--- src/rtl/core/pafs_pkg.sv ---
`timescale 1ns / 1ps

package pafs_pkg;

  // Default fixed-point format and derived unit width (2 * force width + 2)
  localparam int FRAC_BITS_DEF = 16;
  localparam int WORD_BITS_DEF = 32;
  localparam int INTEG_BITS    = 48;
  localparam int UNIT_W_DEF    = 102;

  // Configuration register indexes
  localparam int CFG_IDX_W = 3;
  localparam logic [CFG_IDX_W-1:0] CFG_TARGET_X  = 3'd0;
  localparam logic [CFG_IDX_W-1:0] CFG_TARGET_Y  = 3'd1;
  localparam logic [CFG_IDX_W-1:0] CFG_TARGET_Z  = 3'd2;
  localparam logic [CFG_IDX_W-1:0] CFG_RADIUS    = 3'd3;
  localparam logic [CFG_IDX_W-1:0] CFG_HOLD      = 3'd4;
  localparam logic [CFG_IDX_W-1:0] CFG_FORCE_LIM = 3'd5;
  localparam logic [CFG_IDX_W-1:0] CFG_SPEED_LIM = 3'd6;
  localparam logic [CFG_IDX_W-1:0] CFG_MASS      = 3'd7;

  // Reported phase codes
  localparam logic [1:0] PH_HOLD     = 2'd0;
  localparam logic [1:0] PH_APPROACH = 2'd1;
  localparam logic [1:0] PH_ARRIVED  = 2'd2;

  // Shared arithmetic unit operations
  typedef enum logic [1:0] {
    UOP_MUL,
    UOP_DIV,
    UOP_SQRT
  } pafs_uop_t;

  typedef struct packed {
    logic      start;
    pafs_uop_t op;
  } pafs_req_t;

  typedef struct packed {
    logic busy;
    logic done;
  } pafs_stat_t;

  // Input transaction payload
  typedef struct packed {
    logic               action;
    logic signed [31:0] load_x;
    logic signed [31:0] load_y;
    logic signed [31:0] load_z;
  } pafs_in_t;

  // Output transaction payload
  typedef struct packed {
    logic signed [31:0] pos_x;
    logic signed [31:0] pos_y;
    logic signed [31:0] pos_z;
    logic signed [31:0] vel_x;
    logic signed [31:0] vel_y;
    logic signed [31:0] vel_z;
    logic signed [31:0] acc_x;
    logic signed [31:0] acc_y;
    logic signed [31:0] acc_z;
    logic [1:0]         phase;
  } pafs_out_t;

endpackage

--- src/rtl/core/pafs_unit.sv ---
`timescale 1ns / 1ps

module pafs_unit #(
  parameter int UW = pafs_pkg::UNIT_W_DEF
) (
  input  logic                  clk,
  input  logic                  rst,
  input  pafs_pkg::pafs_req_t   req,
  input  logic [UW-1:0]         a,
  input  logic [UW-1:0]         b,
  output pafs_pkg::pafs_stat_t  stat,
  output logic [UW-1:0]         result
);
  import pafs_pkg::*;

  localparam int HW = UW / 2;
  localparam int RW = HW + 2;
  localparam int CW = $clog2(UW);

  logic          run;
  logic          done;
  pafs_uop_t     op_r;
  logic [CW-1:0] cnt;
  logic [UW-1:0] acc;
  logic [UW-1:0] x;
  logic [UW-1:0] y;
  logic [RW-1:0] rem;

  logic [RW-1:0] rem_d;
  logic          div_ge;
  logic [RW-1:0] rem_s;
  logic [RW-1:0] trial;
  logic          sq_ge;

  // restoring divide step and digit-by-digit root step
  always_comb begin
    rem_d  = {rem[RW-2:0], x[UW-1]};
    div_ge = rem_d >= y[RW-1:0];
    rem_s  = {rem[RW-3:0], x[UW-1:UW-2]};
    trial  = {acc[RW-3:0], 2'b01};
    sq_ge  = rem_s >= trial;
  end

  // one step per cycle: mul HW steps, div UW steps, sqrt HW steps
  always_ff @(posedge clk) begin
    if (rst) begin
      run  <= 1'b0;
      done <= 1'b0;
    end else begin
      done <= 1'b0;
      if (!run && req.start) begin
        run  <= 1'b1;
        op_r <= req.op;
        x    <= a;
        y    <= b;
        acc  <= '0;
        rem  <= '0;
        cnt  <= (req.op == UOP_DIV) ? CW'(UW - 1) : CW'(HW - 1);
      end else if (run) begin
        case (op_r)
          UOP_MUL: begin
            if (x[0]) acc <= acc + y;
            x <= x >> 1;
            y <= y << 1;
          end
          UOP_DIV: begin
            rem <= div_ge ? rem_d - y[RW-1:0] : rem_d;
            acc <= {acc[UW-2:0], div_ge};
            x   <= x << 1;
          end
          UOP_SQRT: begin
            rem <= sq_ge ? rem_s - trial : rem_s;
            acc <= {acc[UW-2:0], sq_ge};
            x   <= x << 2;
          end
          default: begin
            acc <= acc;
          end
        endcase
        if (cnt == '0) begin
          run  <= 1'b0;
          done <= 1'b1;
        end else begin
          cnt <= cnt - 1'b1;
        end
      end
    end
  end

  assign result    = acc;
  assign stat.busy = run;
  assign stat.done = done;

endmodule

--- config.mk ---
export PLATFORM = sky130hd
export DESIGN_NAME = pafs_unit
export DESIGN_NICKNAME = d
export VERILOG_FILES = /design/src/rtl/core/pafs_pkg.sv /design/src/rtl/core/pafs_unit.sv
export SDC_FILE = /design/constraint.sdc
export NUM_CORES = 1
export LEC_CHECK = 0
export BUFFER_PORTS_ARGS = -buffer_cell sky130_fd_sc_hd__buf_4
export CAP_MARGIN = 0
export CORE_UTILIZATION = 58
export DETAILED_ROUTE_END_ITERATION = 6
export PLACE_DENSITY = 0.79
export SLEW_MARGIN = 15
export SYNTH_ARGS = -nofsm -noshare
export SYNTH_HDL_FRONTEND = slang
export SYNTH_SLANG_ARGS = --single-unit
export TNS_END_PERCENT = 5
--- constraint.sdc ---
create_clock -name clk -period 20.6 [get_ports clk]
set_clock_uncertainty 0.2 [all_clocks]
set_input_delay 4.12 -clock clk [delete_from_list [all_inputs] [get_ports clk]]
set_output_delay 4.12 -clock clk [all_outputs]
set_load 0.02 [all_outputs]
==> results by group <==
Clock tree
  – Worst-path clk slew: 0.06 ns
  – Gates resized, CTS repair: 0
  – Hold buffers post-CTS: 0
  – Worst-Skew Late Latency: roughly 0.60 ns
  – Clock sinks: 369
  – CTS root buf: clkbuf_16
  – Total setup buffers inserted after CTS: 0
  – CTS Buf Count: 44
  – Max Buffers Root-to-Sink: 3
  – CTS H-Tree Depth: 2
  – TritonCTS clock tree: done

Logic synthesis
  – Area leader, netlist: edfxtp_1
  – Post-synthesis compound-gate area fraction: a little over a quarter
  – Most frequent cell after synthesis: nand2_1
  – Mapped Area: between 30000 and 40000 um^2
  – Synth Register Bits: around 370
  – Top post-synthesis cells by area: edfxtp_1 36%, ha_1 8.7%, nand2_1 6.5%
  – Synth cell count leaders: 529 x nand2_1, 375 x nor2_1, 367 x edfxtp_1
  – Largest family of logic cells by synthesized area: compound AO/OA/AOI/OAI gates
  – Post-synthesis mux area share: less than 1%
  – Post-synthesis cell count: around 3600
  – Adder-cell area share of the yosys netlist: around 8.8%
  – Post-synth top area share: between 30% and 40%
  – Number of synthesized flops with an enable pin: 367
  – Most common flop cell mapped by yosys: edfxtp_1
  – Seq/Total Area, Yosys: 36.1%
  – Yosys warns: 0
  – Synth unique cells: 94
  – Syn Nets: just over 4000
  – Post-synth ARST share: 0%
  – Average cell area after synthesis: between 8 and 9 um^2
  – Post-Synth Simple-Gate Area: between 10% and 20%
  – XOR/XNOR share of the synthesized area: under 10%

Detailed routing
  – DRT iter0 DRCs: around 3200
  – Residual DRC: 0
  – DR vias/cell: approximately 6.5
  – ANT nets after route: 0
  – Via count: 29200
  – WL final: ~94 mm
  – WL/cell: between 20 and 25 um
  – Initial DRT Pass Iterations: 6

Critical path
  – Critical-path top delay cell: buf_4
  – Crit path to: y[28]
  – Crit end category: flop
  – WP buf/inv: 3
  – Cell mode on critical path: buf_4
  – CP peak stage delay: about 0.92 ns
  – Critical path depth: 5
  – Crit-path max FO: 75
  – CP delay by family, top: buffers and inverters
  – R2R Setup Slk: about 15 ns
  – R2R depth: 14
  – Setup CP Type: primary input to flop
  – Reg2Reg Launch Point: y[1]
  – R2r endpoint: rem[29]
  – Crit. Startpoint: req[2]
  – Critical path, cell by cell: buf_4 > nand2b_4 > buf_4 > a21oi_4 > buf_4
  – Startpoint Class: primary input
  – Arr. time, crit path: around 7 ns
  – Req. time, crit path: 20.61 ns

Job
  – Max-cap viol count: 0

Power and ir drop
  – Switch share: 35.8%
  – P_sw: 0.980 mW
  – Int Pwr: between 1.5 and 2 mW
  – Clock power share: a little under a third
  – PwrDens: about 80 nW/um^2
  – Sequential Power Share: 35.7%
  – Logic pwr share: 34.1%
  – Pleak: roughly 14 nW
  – Maximum VDD drop: 0.0639 mV

STA
  – Final Hold Fails: 0
  – Max Freq: between 100 and 150 MHz
  – Worst setup margin: approximately 14 ns
  – Rel. slew slack: between 20% and 30%
  – Total Neg Setup Slack: 0 ns
  – Slew at the pin with the worst max-slew slack: ~1.2 ns
  – Slew Limit Fails: 0
  – Unrepaired setup endpoints after global routing: no
  – Final setup violation count: 0
  – Post-route minimum period: 7.01 ns
  – Tcrit/Tclk final: ~34%

Die
  – Core Area: 51800 um^2
  – DIE HEIGHT: 232 um
  – Initial Utilization: 59.2%
  – Site row count: 83
  – Die span in x: about 230 um
  – I/O pin cnt: ~310
  – Die Footprint: ~54000 um^2

Placement
  – DP HPWL: between 60 and 70 mm
  – Dpl ws: 12.99 ns
  – GPL Wtd Cong: 1.01
  – Port bufs: 312

Final layout
  – Nets: approximately 4200
  – Area growth, synth to finish: 12.4%
  – Fraction of layout cells with a size suffix above 1: 11.8%

Min path
  – Hold WC Path Type: flop to flop

GRT
  – First-pass GRT wire length: between 100 and 150 mm
  – Vias in the first global route: 26700
  – Initial antenna violation count: 4
  – Total track usage: about a third
  – Grt total ovfl: 0
  – Largest net degree at the start of global routing: between 200 and 250

Status
  – Status: finished clean
[kinds of logic after synthesis]
group | Yosys count
compound gates | 1233
simple gates | 1200
buf+inv | 427
flops | 369
fa+ha+maj | 214
xor+xnor | 187
mux | 8
[how the worst min path moves through the flow]
stage	startpoint	endpoint	slack, ns	depth (start not counted)
global placement	y[98]	y[99]	0.34	2
finish	y[98]	y[99]	0.34	2
global route	y[95]	y[96]	0.38	2
CTS	y[98]	y[99]	0.34	2
detailed placement	y[98]	y[99]	0.34	2
floorplan	cnt[6]	done	0.26	1
[cell type report]
type                       instances  area [um^2]
multi-input combinational       2842        17900
fill                            4373        17400
sequential                       369        11100
timing repair buffer             333         2510
clock buffer                      51         1150
tap                              680          851
inverter                         175          659
clock inverter                    29          323
antenna                            3         7.51
[cell usage in the layout, fill, tap and decap left out, types with 22 or more instances in the layout]
| cell type | n |
|---|---|
| nand4_1 | 73 |
| edfxtp_1 | 367 |
| a21oi_1 | 330 |
| clkbuf_16 | 45 |
| xnor2_1 | 119 |
| a22oi_1 | 41 |
| ha_1 | 209 |
| a21o_1 | 104 |
| nand2_1 | 529 |
| nand3_1 | 44 |
| o21bai_1 | 49 |
| nor2b_1 | 22 |
| buf_4 | 332 |
| a31oi_1 | 23 |
| a211oi_1 | 97 |
| xor2_1 | 68 |
| o21ai_0 | 230 |
| nor3_1 | 42 |
| nor2_1 | 374 |
| a221oi_1 | 108 |
| inv_1 | 174 |
| o31ai_1 | 87 |
[power by group through the flow]
stage | Combinational [mW] | Clock [mW] | Sequential, mW
after global routing | 1.02 | 0.856 | 0.980
after detailed placement | 0.906 | 0 | 0.986
final | 0.931 | 0.828 | 0.975
after floorplan | 0.663 | 0 | 0.994
after CTS | 0.913 | 0.830 | 0.972
after global placement | 0.894 | 0 | 0.987
[routing by layer]
metal	vias to the layer above	GRT usage [%]	share of wire, %
li1	13700	-	-
met1	13900	49.5	44
met2	1455	50.3	44
met3	175	6.14	9.4
met4	0	11.3	3.0
met5	-	0	0
[metrics by stage]
step | hold slack (ns) | area (um^2) | total power, mW | std cells | utilization, %
final | 0.342 | 34500 | 2.73 | 4482 | 66.5
after global routing | 0.376 | 34500 | 2.85 | 4482 | 66.5
after CTS | 0.344 | 34500 | 2.71 | 4479 | 66.5
after detailed placement | 0.339 | 33000 | 1.89 | 4399 | 63.7
after global placement | 0.337 | 33000 | 1.88 | 4399 | 63.7
after floorplan | 0.260 | 30700 | 1.66 | 3638 | -
[sequential cells by signal, indices dropped and copies added, names as in the netlist]
register	cells
cnt	7
done	1
op_r	2
rem	52
result	102
run	1
x	102
y	102
[worst reg2reg max path: stages, from the launching register on]
cell	delay, ns
edfxtp_1	0.46
inv_1	0.13
ha_1	0.35
nor2b_1	0.17
o31a_1	0.30
o221ai_2	0.31
a2111oi_2	0.20
o211ai_1	0.41
a21oi_2	0.18
a31oi_1	0.63
o221a_4	0.29
buf_4	0.79
nor3_1	0.23
a211oi_1	0.27
a211oi_1	0.08
No activity file was read; power rests on OpenSTA's default activity.
